### src/rtl/udcd_pkg.sv
package udcd_pkg;

  localparam logic [7:0] ASCII_LF    = 8'h0A;
  localparam logic [7:0] ASCII_CR    = 8'h0D;
  localparam logic [7:0] ASCII_SPACE = 8'h20;
  localparam logic [7:0] ASCII_TILDE = 8'h7E;
  localparam logic [7:0] ASCII_UC_A  = 8'h41;
  localparam logic [7:0] ASCII_UC_Z  = 8'h5A;
  localparam logic [7:0] CHAR_T      = 8'h74;
  localparam logic [7:0] CHAR_G      = 8'h67;
  localparam logic [7:0] CHAR_B      = 8'h62;

  localparam logic [2:0] REPLY_OK   = 3'd0;
  localparam logic [2:0] REPLY_GO   = 3'd1;
  localparam logic [2:0] REPLY_BACK = 3'd2;
  localparam logic [2:0] REPLY_RUN  = 3'd3;
  localparam logic [2:0] REPLY_IDLE = 3'd4;

  localparam logic [7:0] CFG_LEFT_SPEED  = 8'd0;
  localparam logic [7:0] CFG_RIGHT_SPEED = 8'd1;

  localparam logic [9:0] DUTY_CLAMP     = 10'd999;
  localparam logic [9:0] LEFT_SPEED_RST  = 10'd355;
  localparam logic [9:0] RIGHT_SPEED_RST = 10'd345;

  // "status" is six characters; index of its last one
  localparam logic [2:0] STATUS_LAST = 3'd5;

  // queue between front and back; depth is a power of two
  localparam int QDEPTH = 4;

  typedef struct packed {
    logic       eol;
    logic [7:0] ch;
  } udcd_item_t;

  typedef struct packed {
    logic       valid;
    udcd_item_t item;
  } udcd_queue_t;

  typedef struct packed {
    logic [2:0] reply_code;
    logic       motors_set;
    logic [9:0] left_duty;
    logic [9:0] right_duty;
    logic       wheels_forward;
  } udcd_result_t;

  typedef enum logic [1:0] {
    BK_IDLE,
    BK_READ,
    BK_CHECK,
    BK_EMIT
  } udcd_back_state_t;

  function automatic logic [7:0] status_char(input logic [2:0] idx);
    logic [7:0] c;
    unique case (idx)
      3'd0:    c = 8'h73;
      3'd1:    c = 8'h74;
      3'd2:    c = 8'h61;
      3'd3:    c = 8'h74;
      3'd4:    c = 8'h75;
      3'd5:    c = 8'h73;
      default: c = 8'h00;
    endcase
    return c;
  endfunction

  function automatic logic [9:0] clamp_duty(input logic [9:0] v);
    return (v > DUTY_CLAMP) ? DUTY_CLAMP : v;
  endfunction

endpackage

### src/rtl/udcd_front.sv
module udcd_front (
  input  logic               clk,
  input  logic               rst,
  input  logic               s_tvalid,
  output logic               s_tready,
  input  logic [7:0]         s_tdata,   // [7:0] byte_in
  output udcd_pkg::udcd_queue_t q,
  input  logic               q_pop
);

  localparam int PW = $clog2(udcd_pkg::QDEPTH);
  localparam int CW = $clog2(udcd_pkg::QDEPTH + 1);

  udcd_pkg::udcd_item_t slots [udcd_pkg::QDEPTH];
  logic [PW-1:0] wr_ptr;
  logic [PW-1:0] rd_ptr;
  logic [CW-1:0] count;

  logic is_eol;
  logic is_print;
  logic push;
  logic pop;
  udcd_pkg::udcd_item_t item_in;

  assign is_eol   = (s_tdata == udcd_pkg::ASCII_LF) || (s_tdata == udcd_pkg::ASCII_CR);
  assign is_print = (s_tdata >= udcd_pkg::ASCII_SPACE) && (s_tdata <= udcd_pkg::ASCII_TILDE);
  assign s_tready = (count != CW'(udcd_pkg::QDEPTH));

  // drop control bytes at the door; only characters and line ends go on
  assign push = s_tvalid && s_tready && (is_eol || is_print);
  assign pop  = q_pop && (count != '0);

  always_comb begin
    item_in.eol = is_eol;
    // fold upper case here so the back compares plain bytes
    if ((s_tdata >= udcd_pkg::ASCII_UC_A) && (s_tdata <= udcd_pkg::ASCII_UC_Z)) begin
      item_in.ch = s_tdata + 8'd32;
    end else begin
      item_in.ch = s_tdata;
    end
  end

  always_ff @(posedge clk) begin
    if (push) begin
      slots[wr_ptr] <= item_in;
    end
  end

  always_ff @(posedge clk) begin
    if (rst) begin
      wr_ptr <= '0;
      rd_ptr <= '0;
      count  <= '0;
    end else begin
      if (push) begin
        wr_ptr <= wr_ptr + PW'(1);
      end
      if (pop) begin
        rd_ptr <= rd_ptr + PW'(1);
      end
      if (push && !pop) begin
        count <= count + CW'(1);
      end else if (pop && !push) begin
        count <= count - CW'(1);
      end
    end
  end

  assign q.valid = (count != '0);
  assign q.item  = slots[rd_ptr];

endmodule

### src/rtl/udcd_back.sv
module udcd_back #(
  parameter int LINE_MAX = 64
) (
  input  logic                   clk,
  input  logic                   rst,
  input  udcd_pkg::udcd_queue_t  q,
  output logic                   q_pop,
  input  logic [9:0]             left_speed,
  input  logic [9:0]             right_speed,
  output logic                   out_valid,
  input  logic                   out_ready,
  output udcd_pkg::udcd_result_t out_res
);

  localparam int AW = $clog2(LINE_MAX);
  localparam logic [AW-1:0] LEN_LIMIT = AW'(LINE_MAX - 1);

  logic [7:0] line_mem [LINE_MAX];
  logic [7:0] rd_data;
  logic [AW-1:0] rd_addr;
  logic mem_we;

  udcd_pkg::udcd_back_state_t state, state_next;
  logic [AW-1:0] len, len_next;
  logic [AW-1:0] s_idx, s_next;
  logic [AW-1:0] e_idx, e_next;
  logic seen, seen_next;
  logic running, running_next;
  logic [AW-1:0] base, base_next;
  logic [2:0] idx, idx_next;
  logic is_status, is_status_next;
  logic mismatch, mismatch_next;
  udcd_pkg::udcd_result_t res_pend, res_next;
  logic out_valid_next;
  udcd_pkg::udcd_result_t out_res_next;

  logic [AW-1:0] trim_len;
  logic one_len;
  logic six_len;
  logic mm;

  assign trim_len = e_idx - s_idx;
  assign one_len  = seen && (trim_len == AW'(1));
  assign six_len  = seen && (trim_len == AW'(6));
  assign rd_addr  = base + AW'(idx);
  assign mm       = mismatch || (rd_data != udcd_pkg::status_char(idx));

  always_ff @(posedge clk) begin
    if (mem_we) begin
      line_mem[len] <= q.item.ch;
    end
    rd_data <= line_mem[rd_addr];
  end

  always_comb begin
    state_next     = state;
    len_next       = len;
    s_next         = s_idx;
    e_next         = e_idx;
    seen_next      = seen;
    running_next   = running;
    base_next      = base;
    idx_next       = idx;
    is_status_next = is_status;
    mismatch_next  = mismatch;
    res_next       = res_pend;
    out_valid_next = out_valid && !out_ready;
    out_res_next   = out_res;
    mem_we         = 1'b0;
    q_pop          = 1'b0;
    unique case (state)
      udcd_pkg::BK_IDLE: begin
        if (q.valid) begin
          q_pop = 1'b1;
          if (!q.item.eol) begin
            if (len < LEN_LIMIT) begin
              mem_we   = 1'b1;
              len_next = len + AW'(1);
              // track the span from first to last non-space as the line grows
              if (q.item.ch != udcd_pkg::ASCII_SPACE) begin
                if (!seen) begin
                  s_next    = len;
                  seen_next = 1'b1;
                end
                e_next = len + AW'(1);
              end
            end else begin
              len_next  = '0;
              seen_next = 1'b0;
            end
          end else if (len != '0) begin
            len_next       = '0;
            seen_next      = 1'b0;
            base_next      = s_idx;
            idx_next       = '0;
            mismatch_next  = 1'b0;
            is_status_next = six_len;
            if (one_len || six_len) begin
              state_next = udcd_pkg::BK_READ;
            end
          end
        end
      end
      udcd_pkg::BK_READ: begin
        state_next = udcd_pkg::BK_CHECK;
      end
      udcd_pkg::BK_CHECK: begin
        state_next = udcd_pkg::BK_IDLE;
        if (!is_status) begin
          res_next = '0;
          if (rd_data == udcd_pkg::CHAR_T) begin
            running_next        = 1'b0;
            res_next.reply_code = udcd_pkg::REPLY_OK;
            res_next.motors_set = 1'b1;
            state_next          = udcd_pkg::BK_EMIT;
          end else if ((rd_data == udcd_pkg::CHAR_G) || (rd_data == udcd_pkg::CHAR_B)) begin
            running_next            = 1'b1;
            res_next.reply_code     = (rd_data == udcd_pkg::CHAR_G) ?
                                      udcd_pkg::REPLY_GO : udcd_pkg::REPLY_BACK;
            res_next.motors_set     = 1'b1;
            res_next.left_duty      = udcd_pkg::clamp_duty(left_speed);
            res_next.right_duty     = udcd_pkg::clamp_duty(right_speed);
            res_next.wheels_forward = (rd_data == udcd_pkg::CHAR_G);
            state_next              = udcd_pkg::BK_EMIT;
          end
        end else if (idx == udcd_pkg::STATUS_LAST) begin
          if (!mm) begin
            res_next            = '0;
            res_next.reply_code = running ? udcd_pkg::REPLY_RUN : udcd_pkg::REPLY_IDLE;
            state_next          = udcd_pkg::BK_EMIT;
          end
        end else begin
          mismatch_next = mm;
          idx_next      = idx + 3'd1;
          state_next    = udcd_pkg::BK_READ;
        end
      end
      udcd_pkg::BK_EMIT: begin
        // hold until the output register is free
        if (!out_valid || out_ready) begin
          out_valid_next = 1'b1;
          out_res_next   = res_pend;
          state_next     = udcd_pkg::BK_IDLE;
        end
      end
      default: begin
        state_next = udcd_pkg::BK_IDLE;
      end
    endcase
  end

  always_ff @(posedge clk) begin
    if (rst) begin
      state     <= udcd_pkg::BK_IDLE;
      len       <= '0;
      s_idx     <= '0;
      e_idx     <= '0;
      seen      <= 1'b0;
      running   <= 1'b0;
      out_valid <= 1'b0;
    end else begin
      state     <= state_next;
      len       <= len_next;
      s_idx     <= s_next;
      e_idx     <= e_next;
      seen      <= seen_next;
      running   <= running_next;
      out_valid <= out_valid_next;
    end
  end

  always_ff @(posedge clk) begin
    base      <= base_next;
    idx       <= idx_next;
    is_status <= is_status_next;
    mismatch  <= mismatch_next;
    res_pend  <= res_next;
    out_res   <= out_res_next;
  end

`ifndef SYNTHESIS
  assert property (@(posedge clk) disable iff (rst)
    seen |-> ((s_idx < e_idx) && (e_idx <= len)))
    else $error("trim span outside the line");

  assert property (@(posedge clk) disable iff (rst)
    (state != udcd_pkg::BK_IDLE) |-> !q_pop)
    else $error("queue popped while a line end is in progress");

  assert property (@(posedge clk) disable iff (rst)
    (state == udcd_pkg::BK_EMIT && out_valid && !out_ready) |=>
      (state == udcd_pkg::BK_EMIT))
    else $error("pending result left while output register busy");

  assert property (@(posedge clk) disable iff (rst)
    mem_we |-> (len < LEN_LIMIT))
    else $error("line store written past its limit");

  assert property (@(posedge clk) disable iff (rst)
    (out_valid && (out_res.reply_code == udcd_pkg::REPLY_GO ||
                   out_res.reply_code == udcd_pkg::REPLY_BACK)) |-> out_res.motors_set)
    else $error("drive reply without motor update");
`endif

endmodule

### src/rtl/uart_drive_command_decoder.sv
// Byte beats enter a 4-entry queue at up to one per cycle while it has room; the back end
// takes one queued item per cycle for a character or an empty or unmatched line end.
// A line end that trims to one or six characters leaves the queue; the back end then
// reads the line store one byte at a time, through a read and a check state per byte,
// and holds any result in the emit state until m_tready frees the output register.
// Synchronous reset empties the queue and the line, clears the run flag and
// loads speeds 355 and 345; the line store is not cleared.
module uart_drive_command_decoder #(
  parameter int LINE_MAX = 64
) (
  input  logic        clk,
  input  logic        rst,
  input  logic        s_tvalid,
  output logic        s_tready,
  input  logic [7:0]  s_tdata,   // [7:0] byte_in
  output logic        m_tvalid,
  input  logic        m_tready,
  output logic [31:0] m_tdata,   // [2:0] reply_code, [3] motors_set, [13:4] left_duty,
                                 // [23:14] right_duty, [24] wheels_forward
  input  logic        cfg_valid,
  output logic        cfg_ready,
  input  logic [7:0]  cfg_index,
  input  logic [15:0] cfg_data
);

  udcd_pkg::udcd_queue_t  q;
  logic                   q_pop;
  udcd_pkg::udcd_result_t res;
  logic [9:0]             left_speed;
  logic [9:0]             right_speed;

  assign cfg_ready = 1'b1;

  always_ff @(posedge clk) begin
    if (rst) begin
      left_speed  <= udcd_pkg::LEFT_SPEED_RST;
      right_speed <= udcd_pkg::RIGHT_SPEED_RST;
    end else if (cfg_valid) begin
      unique case (cfg_index)
        udcd_pkg::CFG_LEFT_SPEED:  left_speed  <= cfg_data[9:0];
        udcd_pkg::CFG_RIGHT_SPEED: right_speed <= cfg_data[9:0];
        default: ;
      endcase
    end
  end

  udcd_front u_front (
    .clk      (clk),
    .rst      (rst),
    .s_tvalid (s_tvalid),
    .s_tready (s_tready),
    .s_tdata  (s_tdata),
    .q        (q),
    .q_pop    (q_pop)
  );

  udcd_back #(
    .LINE_MAX (LINE_MAX)
  ) u_back (
    .clk         (clk),
    .rst         (rst),
    .q           (q),
    .q_pop       (q_pop),
    .left_speed  (left_speed),
    .right_speed (right_speed),
    .out_valid   (m_tvalid),
    .out_ready   (m_tready),
    .out_res     (res)
  );

  assign m_tdata = {7'd0, res.wheels_forward, res.right_duty, res.left_duty,
                    res.motors_set, res.reply_code};

endmodule

### config.mk
export PLATFORM = sky130hd
export DESIGN_NAME = uart_drive_command_decoder
export DESIGN_NICKNAME = d
export VERILOG_FILES = /design/src/rtl/udcd_pkg.sv /design/src/rtl/udcd_front.sv /design/src/rtl/udcd_back.sv /design/src/rtl/uart_drive_command_decoder.sv
export SDC_FILE = /design/constraint.sdc
export NUM_CORES = 1
export LEC_CHECK = 0
export BUFFER_PORTS_ARGS = -buffer_cell sky130_fd_sc_hd__buf_2
export CORE_UTILIZATION = 49
export CTS_CLUSTER_DIAMETER = 200
export CTS_CLUSTER_SIZE = 40
export DETAILED_ROUTE_END_ITERATION = 6
export GPL_ROUTABILITY_DRIVEN = 0
export GPL_TIMING_DRIVEN = 0
export PLACE_DENSITY = 0.65
export RECOVER_POWER = 25
export SYNTH_ARGS = -nofsm -noshare
export SYNTH_HDL_FRONTEND = slang
export SYNTH_HIERARCHICAL = 1
export SYNTH_SLANG_ARGS = --single-unit
### constraint.sdc
create_clock -name clk -period 4.8 [get_ports clk]
set_input_delay 0.72 -clock clk [delete_from_list [all_inputs] [get_ports clk]]
set_output_delay 0.72 -clock clk [all_outputs]
set_load 0.02 [all_outputs]
# Word level (Yosys, flattened, before mapping)
# Memory sizes are Yosys's and may differ from the RTL's. A register that Yosys moved wholly into a read port is not among the register bits.
# Index checks and enable logic that the tools add are counted.
# W data, S select, Z words.
[word_totals]
register_bits = 111
ram_bits = 548
input_bits = 37
wordCells = 178
n_memories = 2
[mem_list]
columns = ["memory", "depth", "width", "rd", "rd_clocked_by_memory_dff", "wr", "line_no", "source"]
rows = [
  ["u_back.line_mem", 64, 8, 1, 1, 1, "udcd_back.sv:18", "logic [7:0] line_mem [LINE_MAX];"],
  ["u_front.slots", 4, 9, 1, 1, 1, "udcd_front.sv:14", "udcd_pkg::udcd_item_t slots [udcd_pkg::QDEPTH];"],
]
[op_classes]
addsub = 9
order_cmp = 7
eq_ne = 30
muxes = 59
bitwise_logic = 3
n_reduce_logical = 42
[ops]
columns = ["operator", "count"]
rows = [
  ["$mux W25", 4],
  ["$pmux W7 S4", 1],
  ["$mux W2", 13],
  ["$eq A8 B7 Y1 const B", 3],
  ["$mux W3", 8],
  ["$mux W1", 22],
  ["$mux W21", 1],
  ["$gt A10 B10 Y1 const B", 2],
  ["$mux W10", 2],
  ["$mux W6", 3],
  ["$eq A8 B4 Y1 const B", 2],
  ["$le A8 B7 Y1 const B", 2],
  ["$reduce_and A6 Y1", 2],
  ["$logic_and A1 B1 Y1", 10],
  ["$ne A2 B1 Y1 const B", 5],
  ["$ne A2 B2 Y1 const B", 5],
  ["$reduce_and A5 Y1", 2],
  ["$reduce_and A3 Y1", 3],
  ["$add A8 B6 Y8 const B", 1],
  ["$eq A8 B1 Y1 const B", 1],
  ["$ge A8 B6 Y1 const B", 1],
  ["$ge A8 B7 Y1 const B", 1],
  ["$logic_not A8 Y1", 1],
  ["$mux W8", 1],
  ["other kinds (33)", 54],
]

# Logic depth before layout (Yosys ltp)
# Gate-level depths: netlist of run 1.
[depth]
word_depth = 9
ltp_mapped = 10
depth_no_buf = 10

# Hierarchy
# The synthesis of run 1 kept the hierarchy.
[by_module_without_submodules]
columns = ["mod", "n_inst", "cells_per_inst", "area_each_um2", "seq_area_each_um2"]
rows = [
  ["udcd_back", 1, 1231, 24080.6, 17827.1],
  ["udcd_front", 1, 120, 1953.1, 1261.2],
  ["uart_drive_command_decoder", 1, 99, 925.9, 400.4],
]

# Least setup slack after synthesis of run 1
# OpenSTA, ideal clock, no wires.
[synth_path]
path_kind = "reg2reg"
from = "register u_back.idx[2]"
to = "register u_back/res_pend[0] (netlist bit) (enable)"
setup_ns = 0.407
t_arrival_ns = 2.886
t_required_ns = 4.393
path_slack_ns = 1.507
path_stages_with_launch = 10
path_cell_list = "edfxtp_1 -> clkbuf_1 -> inv_1 -> ha_1 -> nor3_1 -> a211oi_1 -> a221o_1 -> nor3_2 -> a41oi_1 -> nor2_1"
[synth_between]
elab_chain_cells = 7
elab_cells_between_ends = 14
classes_between = "eq/ne (8); mux (1); reduce/logical (5)"
[synth_rtl]
columns = ["item", "line_no", "source"]
rows = [
  ["start, declared", "udcd_back.sv:30", "logic [2:0] idx, idx_next;"],
  ["start signal, assigned", "udcd_back.sv:174", "idx <= idx_next;"],
  ["$eq A3 B3 Y1 (tied with other cells)", "udcd_pkg.sv:59, udcd_back.sv:126", ""],
  ["$reduce_or A2 Y1 (no source line)", "n/a", ""],
  ["$pmux W7 S4", "udcd_pkg.sv:59", "unique case (idx)"],
  ["$ne A8 B7 Y1", "udcd_back.sv:46", "assign mm = mismatch || (rd_data != udcd_pkg::status_char(idx));"],
  ["$logic_or A1 B1 Y1", "udcd_back.sv:46", ""],
  ["$ne A2 B2 Y1 (no source line)", "n/a", ""],
  ["$reduce_and A3 Y1 (no source line) (*)", "n/a", ""],
  ["end signal, assigned", "udcd_back.sv:177", "res_pend <= res_next;"],
  ["end, declared", "udcd_back.sv:33", "udcd_pkg::udcd_result_t res_pend, res_next;"],
]
# Mark *: on every way between the ends. The rest lies on a longest branch, timed or not.
# A chain may end at the register's enable or synchronous reset.

==> impl_metrics.env, run 1 <==
export IMPL_status="complete, but fails checks"
export IMPL_violations="capacitance limit, slew limit"
export IMPL_post_drt_wl_per_cell_um=24.5
export IMPL_skew_ps=25.1
export IMPL_fmax_mhz=237
export IMPL_synth_ff_type="edfxtp_1"
export IMPL_netlist_area_sq_um=27000
export IMPL_postCtsResizedCells=0
export IMPL_cp_cell_sequence="buf_2 -> mux4_2 -> nor4b_1 -> o21a_1 -> buf_4 -> nand3_1 -> nor2_1"
export IMPL_placed_cell_area_sq_um=28200
export IMPL_drive_gt1_share_pct=15.6
export IMPL_track_usage_pct=19.8
export IMPL_via_per_inst=5.82
export IMPL_ioPinCount=72
export IMPL_internal_power_w=0.00857
export IMPL_endpoint_kind="flip-flop"
export IMPL_cp_data_required_time_ps=5010
export IMPL_rsz0062_at_grt="no"
export IMPL_synth_common_cells="609 x edfxtp_1, 141 x mux2i_1, 137 x mux4_2"
export IMPL_grt_pass1_wl_mm=82.4
export IMPL_peakVddDrop_uv=292
export IMPL_synth_edff_count=609
export IMPL_cts_buffers=20
export IMPL_drc=0
export IMPL_clockBufferDepth=3
export IMPL_start_util_pct=49.8
export IMPL_relSlewSlack_pct=-44.5
export IMPL_num_vias=13000
export IMPL_crit_type="flip-flop to flip-flop"
export IMPL_wl_mm=55.0
export IMPL_syn_inst=1450
export IMPL_yosys_area_top_type="edfxtp_1"
export IMPL_numPortBuffers=56
export IMPL_critPathMaxStageDelay_ps=990
export IMPL_area_delta_synth_final_pct=6.24
export IMPL_syn_mean_instance_area_sq_um=18.6
export IMPL_netlist_area_leader_share_pct=67.8
export IMPL_whs_path_depth=3
export IMPL_cts_sinks=669
export IMPL_async_flop_share_pct=0
export IMPL_nFillCells=4248
export IMPL_power_density_nw_per_um2=414
export IMPL_die_w_um=237
export IMPL_die_area_sq_um=56000
export IMPL_min_period_ps=4220
export IMPL_power_frac_comb_pct=21.6
export IMPL_hold_buffers=0
export IMPL_grt_start_max_net_pins=66
export IMPL_p_seq_share_pct=58.0
export IMPL_p_clk_share_pct=20.3
export IMPL_insertion_delay_ps=590
export IMPL_sw_frac_of_total_pct=27.8
export IMPL_design_area_sq_um=28600
export IMPL_drv_cap=1
export IMPL_floorplan_rows=85
export IMPL_core_sq_um=54100
export IMPL_seq_area_frac_synth_pct=72.3
export IMPL_clk_pin_slew_ps=140
export IMPL_post_cts_setup_buffers=0
export IMPL_finalSetupViolCount=0
export IMPL_slew_violations=49
export IMPL_dr_pass1_iters=5
export IMPL_antenna_found_initial=0
export IMPL_fin_setup_tns_ps=0
export IMPL_cts_root_buf="clkbuf_16"
export IMPL_synth_area_top_cells="edfxtp_1 68%, mux4_2 11%, mux2i_1 5.2%"
export IMPL_die_y_um=237
export IMPL_grt_overflow_total=0
export IMPL_leakage_nw=9.14
export IMPL_fin_crit_sh_pct=87.9
export IMPL_ys_seq_elements=669
export IMPL_antenna_left=0
export IMPL_min_path_type="input pin to flip-flop"
export IMPL_antenna_diode_count=0
export IMPL_nNetsFinal=1598
export IMPL_dp_hpwl_mm=35.4
export IMPL_ff2ff_setup_slack_ps=580
export IMPL_p_sw_w=0.00330
export IMPL_cts_tree="yes"
export IMPL_r2r_cells=7
export IMPL_critPathArrivalTime_ps=4430
export IMPL_hold_violations=0
export IMPL_crit_slowest_cell="nor2_1"
export IMPL_tightest_slew_ps=2170
export IMPL_ys_warn_count=6
export IMPL_hold_path_startpoint="cfg_data[4]"
export IMPL_ys_types=69
export IMPL_critPathMaxFanout=10
export IMPL_worst_setup_path_start_kind="flip-flop"
export IMPL_grt_pass1_vias=13200
export IMPL_synth_most_common_cell="edfxtp_1"
export IMPL_cts_htree_levels=1
export IMPL_first_iter_violations=999
worst max-delay path: cells and delay by family, from the launching register on:
family	cells	cell delay (ps)
AO/OA/AOI/OAI	1	210
buffers and inverters	2	480
AND/OR/NAND/NOR	3	2170
flip-flops	1	340
multiplexers	1	640
layer usage:
layer / global-route usage (%) / part of all wire (%) / wire [um]
met1: 27.7 / 43 / 23400
met2: 33.5 / 51 / 27800
met3: 2.63 / 4.9 / 2680
met4: 4.43 / 1.9 / 1060
met5: 0 / 0 / 0
cells by family after synthesis:
family,Yosys count,synth area share [%]
AOI/OAI and AO/OA,94,2.26
xor gates and xnor gates,18,0.752
adders and majority gates,24,1.20
buffers and inverters,95,1.70
DFF,669,72.3
muxes,279,16.7
other,2,0.0279
and+or+nand+nor,269,5.04
cell usage in the layout, fill, tap and decap left out, drive strengths merged, types with 8 or more instances in the layout:
| master | netlist | final |
|---|---|---|
| edfxtp | 609 | 609 |
| buf | 47 | 68 |
| mux4 | 137 | 137 |
| ha | 21 | 21 |
| nand2 | 34 | 34 |
| o21ai | 20 | 20 |
| conb | 2 | 8 |
| and2 | 18 | 18 |
| nand2b | 18 | 18 |
| a21oi | 31 | 31 |
| nand3 | 14 | 14 |
| nor2b | 10 | 10 |
| xnor2 | 8 | 8 |
| dfxtp | 60 | 60 |
| xor2 | 10 | 10 |
| nor3 | 11 | 11 |
| nor2 | 126 | 126 |
| o21a | 10 | 10 |
| mux2i | 141 | 141 |
| clkbuf | 27 | 93 |
| inv | 21 | 21 |
final cells by class:
class / instances / area, sq um / area share, %
Tap cell: 696 / 871 / 3.04
Clock inverter: 1 / 16.3 / 0.0568
Inverter: 21 / 78.8 / 0.275
Clock buffer: 28 / 552 / 1.93
Multi-Input combinational cell: 692 / 6980 / 24.4
Buffer: 74 / 378 / 1.32
Timing Repair Buffer: 59 / 273 / 0.952
Sequential cell: 669 / 19500 / 68.0
power by group through the flow:
stage	combinational (W)	sequential (W)	clock [W]
after floorplan	0.00176	0.00697	0
after global placement	0.00253	0.00701	0
after detailed placement	0.00259	0.00702	0
after CTS	0.00260	0.00689	0.00249
after global routing	0.00276	0.00691	0.00266
final	0.00256	0.00689	0.00242
worst paths after layout:
kind | to
worst max-delay path | u_back/line_mem[62][5]$_DFFE_PP_
worst min-delay path | left_speed[4]$_SDFFE_PP0P_
worst max register to register | u_back/line_mem[62][5]$_DFFE_PP_
worst min register to register | u_back/out_res[2]$_DFFE_PP_
stage by stage:
step                power [W]  hold WS [ps]  util, %  setup WS [ps]  instances
global route           0.0123           366     52.9            420       2240
detailed placement    0.00961           405     52.1            891       2210
finish                 0.0119           388     52.9            580       2240
floorplan             0.00873           400        -           1510       1456
global placement      0.00955           401     52.0            605       2208
CTS                    0.0120           358     53.1            875       2239
registers in the layout, indices dropped and copies added (netlist names), named ones only:
register and count:
u_back/res_pend 25, left_speed 10, u_back/base 6, u_back/running 1, u_back/state 2, u_back/out_valid 1, u_front/wr_ptr 2, u_back/seen 1
right_speed 10, u_back/is_status 1, u_back/s_idx 6, u_back/line_mem 512, u_front/slots 36, u_back/mismatch 1, u_back/len 6, u_front/count 3
u_back/idx 3, u_back/out_res 25, u_back/e_idx 6, u_front/rd_ptr 2, u_back/rd_data 8
(Power assumes the default switching activity.)
==> inputs of run 2 (changes only) <==
- PLACE_DENSITY: 0.65 -> 0.72
==> run 2 against run 1 <==
Clock power hardly changed. Fmax up 1.9%. Largest power group unchanged. The run ends with DRC left. Final area barely moved. Sequential power is essentially flat. Global-route usage down 0.28 points. Worst hold slack better by 4.6 ps. Die area stayed put. Routed wire length shrank 1.1%. Largest cell class unchanged. Sequential share of layout area about the same. Combinational power about the same.
==> impl_metrics.env, run 2 (synthesis results as in run 1) <==
export IMPL_ioPinCount=72
export IMPL_final_util_pct=52.9
export IMPL_wl_met3_mm=2.93
export IMPL_whs_path_depth=3
export IMPL_grt_pass1_wl_mm=82.0
export IMPL_num_vias=13200
export IMPL_violations="DRC"
export IMPL_post_drt_wl_per_cell_um=24.3
export IMPL_power_w=0.0118
export IMPL_track_usage_pct=19.6
export IMPL_design_area_sq_um=28600
export IMPL_die_y_um=237
export IMPL_hold_violations=0
export IMPL_status="complete, but fails checks"
export IMPL_power_density_nw_per_um2=413
export IMPL_reg_top3="u_back/line_mem (512), u_front/slots (36)"
export IMPL_skew_ps=22.8
export IMPL_antenna_diode_count=0
export IMPL_fin_setup_tns_ps=0
export IMPL_clockBufferDepth=3
export IMPL_endpoint_kind="flip-flop"
export IMPL_crit_type="flip-flop to flip-flop"
export IMPL_worst_setup_path_start_kind="flip-flop"
export IMPL_nNetsFinal=1597
export IMPL_core_sq_um=54100
export IMPL_drv_cap=0
export IMPL_r2r_cells=7
export IMPL_postCtsResizedCells=0
export IMPL_peakVddDrop_uv=256
export IMPL_critPathMaxFanout=10
export IMPL_antenna_found_initial=0
export IMPL_drive_gt1_share_pct=15.6
export IMPL_leakage_nw=9.14
export IMPL_drc=1
export IMPL_mostFrequentLayoutCell="edfxtp_1"
export IMPL_largest_register_ffs=512
export IMPL_highest_layer="met4"
export IMPL_whs_ps=393
export IMPL_placed_cell_area_sq_um=28200
export IMPL_fmax_mhz=241
export IMPL_grt_overflow_total=0
export IMPL_cts_root_buf="clkbuf_16"
export IMPL_relSlewSlack_pct=6.52
export IMPL_cts_sinks=669
export IMPL_cts_htree_levels=1
export IMPL_wl_mm=54.4
export IMPL_grt_start_max_net_pins=66
export IMPL_critPathArrivalTime_ps=4370
export IMPL_finalSetupViolCount=0
export IMPL_min_period_ps=4140
export IMPL_first_iter_violations=1182
export IMPL_dr_wl_met2_mm=27.2
export IMPL_post_cts_setup_buffers=0
export IMPL_grt_pass1_vias=13300
export IMPL_clk_pin_slew_ps=140
export IMPL_slew_violations=0
export IMPL_cts_buffers=20
export IMPL_antenna_left=0
export IMPL_top_register="u_back/line_mem"
export IMPL_cts_tree="yes"
export IMPL_dr_pass1_iters=7
export IMPL_die_w_um=237
export IMPL_start_util_pct=49.8
export IMPL_min_path_type="input pin to flip-flop"
export IMPL_dp_hpwl_mm=35.0
export IMPL_tightest_slew_ps=1400
export IMPL_fin_crit_sh_pct=86.3
export IMPL_hold_buffers=0
export IMPL_floorplan_rows=85
export IMPL_final_cell_mix="609 x edfxtp_1, 141 x mux2i_1, 137 x mux4_2, 123 x nor2_1, 70 x clkbuf_1"
export IMPL_die_area_sq_um=56000
export IMPL_area_delta_synth_final_pct=6.23
export IMPL_rsz0062_at_grt="no"
export IMPL_wl_met1_mm=23.1
export IMPL_insertion_delay_ps=600
export IMPL_via_per_inst=5.90
export IMPL_numPortBuffers=56
export IMPL_cp_data_required_time_ps=5030
## run 2: cell count changes in the layout (fill, tap and decap cells not counted)
cell	previous run	this run
buf_2	45	46
and2_0	10	15
o21ai_1	3	2
or4b_2	1	0
and2_1	8	3
clkbuf_1	72	70
or4b_1	1	2
o21ai_0	17	18
## run 2: stage by stage
stage          setup slack (ps)  std cells
2_1_floorplan              1510       1456
4_1_cts                     902       2239
3_3_place_gp                752       2208
3_5_place_dp                922       2210
5_1_grt                     431       2239
6_report                    658       2239
## run 2: final timing paths
check                                   start                               end  slack, ps
max                                 flip-flop  u_back/line_mem[46][1]$_DFFE_PP_        660
min                               cfg_data[1]       right_speed[1]$_SDFFE_PP0P_        390
max reg2reg                         flip-flop  u_back/line_mem[46][1]$_DFFE_PP_        660
min reg2reg  u_back/res_pend[3]$_SDFFCE_PP0P_       u_back/out_res[3]$_DFFE_PP_        430
## run 2: metal layers
metal / vias up / global-route usage [%]
met1: 6901 / 27.7
li1: 5857 / -
met5: - / 0
met2: 382 / 32.7
met3: 63 / 2.27
met4: 0 / 4.66
## run 2: power by group
| group | total (W) | internal, W | switching (W) |
|---|---|---|---|
| Clock | 0.00242 | 0.000826 | 0.00159 |
| Sequential | 0.00689 | 0.00680 | 0.0000860 |
| Combinational | 0.00253 | 0.000940 | 0.00159 |
| Total | 0.0118 | 0.00857 | 0.00327 |
## run 2: worst max-delay path, stage by stage, from the launching register on
cell and delay (ps):
dfxtp_1 330, buf_2 300, mux4_2 630, nor4b_1 560, o21a_1 210, buf_4 170
nand3_1 610, nor2_1 960
## run 2: area by class of cell
| cell class | instances | area, sq um |
|---|---|---|
| repair buffers | 58 | 270 |
| inverters | 21 | 78.8 |
| well taps | 696 | 871 |
| plain buffers | 74 | 378 |
| fillers | 4150 | 25500 |
| clock buffers | 28 | 552 |
| multi-input cells | 692 | 6980 |
| flip-flops and latches | 669 | 19500 |
| clock inverters | 1 | 16.3 |
==> inputs of run 3 (changes only) <==
- CORE_UTILIZATION: 49 -> 50
- PLACE_DENSITY: 0.72 -> 0.73
==> run 3 against run 2 <==
First-iteration DRC count up 5.1%. Sequential power about the same. The run now ends clean. Non-clock buffer count rose by 1. Sequential cell count is the same. Global-route usage increased by 0.58 points. Critical path type unchanged. Combinational power hardly changed. Critical endpoint is now u_back/line_mem[62][3]$_DFFE_PP_. Final cell count is 0.31% lower.
==> impl_metrics.env, run 3 (synthesis results as in run 1) <==
export IMPL_status="complete, no violations"
export IMPL_crit_slowest_cell="nor2_1"
export IMPL_tightest_slew_ps=1380
export IMPL_finalSetupViolCount=0
export IMPL_start_util_pct=51.0
export IMPL_finalWorstSetupSlack_ps=726
export IMPL_cts_sinks=669
export IMPL_dp_hpwl_mm=35.6
export IMPL_die_area_sq_um=54900
export IMPL_fin_setup_tns_ps=0
export IMPL_grt_overflow_total=0
export IMPL_power_density_nw_per_um2=413
export IMPL_p_clk_share_pct=20.3
export IMPL_mostFrequentLayoutCell="edfxtp_1"
export IMPL_final_cell_mix="609 x edfxtp_1, 141 x mux2i_1, 137 x mux4_2, 123 x nor2_1, 69 x clkbuf_1"
export IMPL_cp_data_required_time_ps=5020
export IMPL_largest_register_ffs=512
export IMPL_numPortBuffers=56
export IMPL_core_sq_um=52900
export IMPL_ioPinCount=72
export IMPL_worst_setup_path_start_kind="flip-flop"
export IMPL_power_frac_comb_pct=21.5
export IMPL_die_y_um=234
export IMPL_reg_top3="u_back/line_mem (512), u_front/slots (36)"
export IMPL_via_per_inst=5.96
export IMPL_critPathMaxFanout=10
export IMPL_min_period_ps=4070
export IMPL_first_iter_violations=1242
export IMPL_relSlewSlack_pct=8.25
export IMPL_drive_gt1_share_pct=15.8
export IMPL_crit_type="flip-flop to flip-flop"
export IMPL_wl_mm=54.3
export IMPL_cts_root_buf="clkbuf_16"
export IMPL_num_vias=13300
export IMPL_min_path_type="input pin to flip-flop"
export IMPL_postCtsResizedCells=0
export IMPL_rsz0062_at_grt="no"
export IMPL_fin_crit_sh_pct=84.9
export IMPL_sw_frac_of_total_pct=27.6
export IMPL_internal_power_w=0.00857
export IMPL_antenna_found_initial=0
export IMPL_post_cts_setup_buffers=0
export IMPL_floorplan_rows=84
export IMPL_nNetsFinal=1598
export IMPL_peakVddDrop_uv=304
export IMPL_clockBufferDepth=3
export IMPL_skew_ps=18.3
export IMPL_critPathArrivalTime_ps=4290
export IMPL_cts_buffers=20
export IMPL_slew_violations=0
export IMPL_cts_tree="yes"
export IMPL_p_sw_w=0.00326
export IMPL_antenna_diode_count=0
export IMPL_cp_cell_sequence="buf_2 -> mux4_2 -> nor4b_1 -> o21a_1 -> buf_4 -> nand3_1 -> nor2_1"
export IMPL_grt_start_max_net_pins=66
export IMPL_area_delta_synth_final_pct=6.22
export IMPL_hold_buffers=0
export IMPL_top_register="u_back/line_mem"
export IMPL_grt_pass1_vias=13300
export IMPL_antenna_left=0
export IMPL_track_usage_pct=20.2
export IMPL_insertion_delay_ps=600
export IMPL_leakage_nw=9.15
export IMPL_whs_ps=396
export IMPL_grt_pass1_wl_mm=81.6
export IMPL_drv_cap=0
export IMPL_critPathMaxStageDelay_ps=890
export IMPL_clk_pin_slew_ps=140
export IMPL_dr_pass1_iters=5
export IMPL_fmax_mhz=245
export IMPL_endpoint_kind="flip-flop"
export IMPL_hold_violations=0
export IMPL_dp_slack_ps=950
export IMPL_p_seq_share_pct=58.2
export IMPL_die_w_um=234
export IMPL_post_drt_wl_per_cell_um=24.3
export IMPL_drc=0
export IMPL_cts_htree_levels=1
run 3: area by class of cell:
| cell class | instances | area, sq um |
|---|---|---|
| clock buffer | 28 | 552 |
| sequential | 669 | 19500 |
| buffer | 74 | 379 |
| timing repair buffer | 59 | 278 |
| inverter | 21 | 78.8 |
| clock inverter | 1 | 16.3 |
| fill | 4052 | 24200 |
| multi-input combinational | 692 | 6980 |
| tap | 688 | 861 |
run 3: routing by layer:
metal / wire [um] / up-vias / share of wire [%] / track usage, %
met4: 824 / 0 / 1.5 / 4.18
met1: 22800 / 7007 / 42 / 28.3
met5: 0 / - / 0 / 0
met3: 2940 / 56 / 5.4 / 2.78
li1: - / 5854 / - / -
met2: 27700 / 379 / 51 / 33.8
run 3: per-stage QoR:
step                utilization [%]  area (sq um)  cells  power [W]
floorplan                         -         27000   1456    0.00873
global placement               53.2         28100   2200    0.00949
detailed placement             53.3         28200   2202    0.00957
CTS                            54.4         28700   2231     0.0119
global route                   54.2         28600   2232     0.0123
finish                         54.2         28600   2232     0.0118
run 3: path summary, 6_finish.rpt:
path	startpoint	to	slack, ps	cells after the start
max	flip-flop	u_back/line_mem[62][3]$_DFFE_PP_	730	7
min	cfg_data[4]	left_speed[4]$_SDFFE_PP0P_	400	3
min reg2reg	u_back/res_pend[11]$_SDFFCE_PP0P_	u_back/out_res[11]$_DFFE_PP_	430	0
max reg2reg	flip-flop	u_back/line_mem[62][3]$_DFFE_PP_	730	7
run 3: critical path: cells and delay by family (launching register included):
kind                   cells  cell delay, ps
AO/OA/AOI/OAI              1             210
buffers and inverters      2             500
flip-flops                 1             330
multiplexers               1             640
AND/OR/NAND/NOR            3            2010
run 3: power groups by stage:
| stage | Clock, W | Sequential [W] | Combinational, W |
|---|---|---|---|
| floorplan | 0 | 0.00697 | 0.00176 |
| global placement | 0 | 0.00701 | 0.00247 |
| detailed placement | 0 | 0.00702 | 0.00255 |
| CTS | 0.00246 | 0.00689 | 0.00255 |
| global route | 0.00264 | 0.00690 | 0.00273 |
| finish | 0.00241 | 0.00689 | 0.00254 |
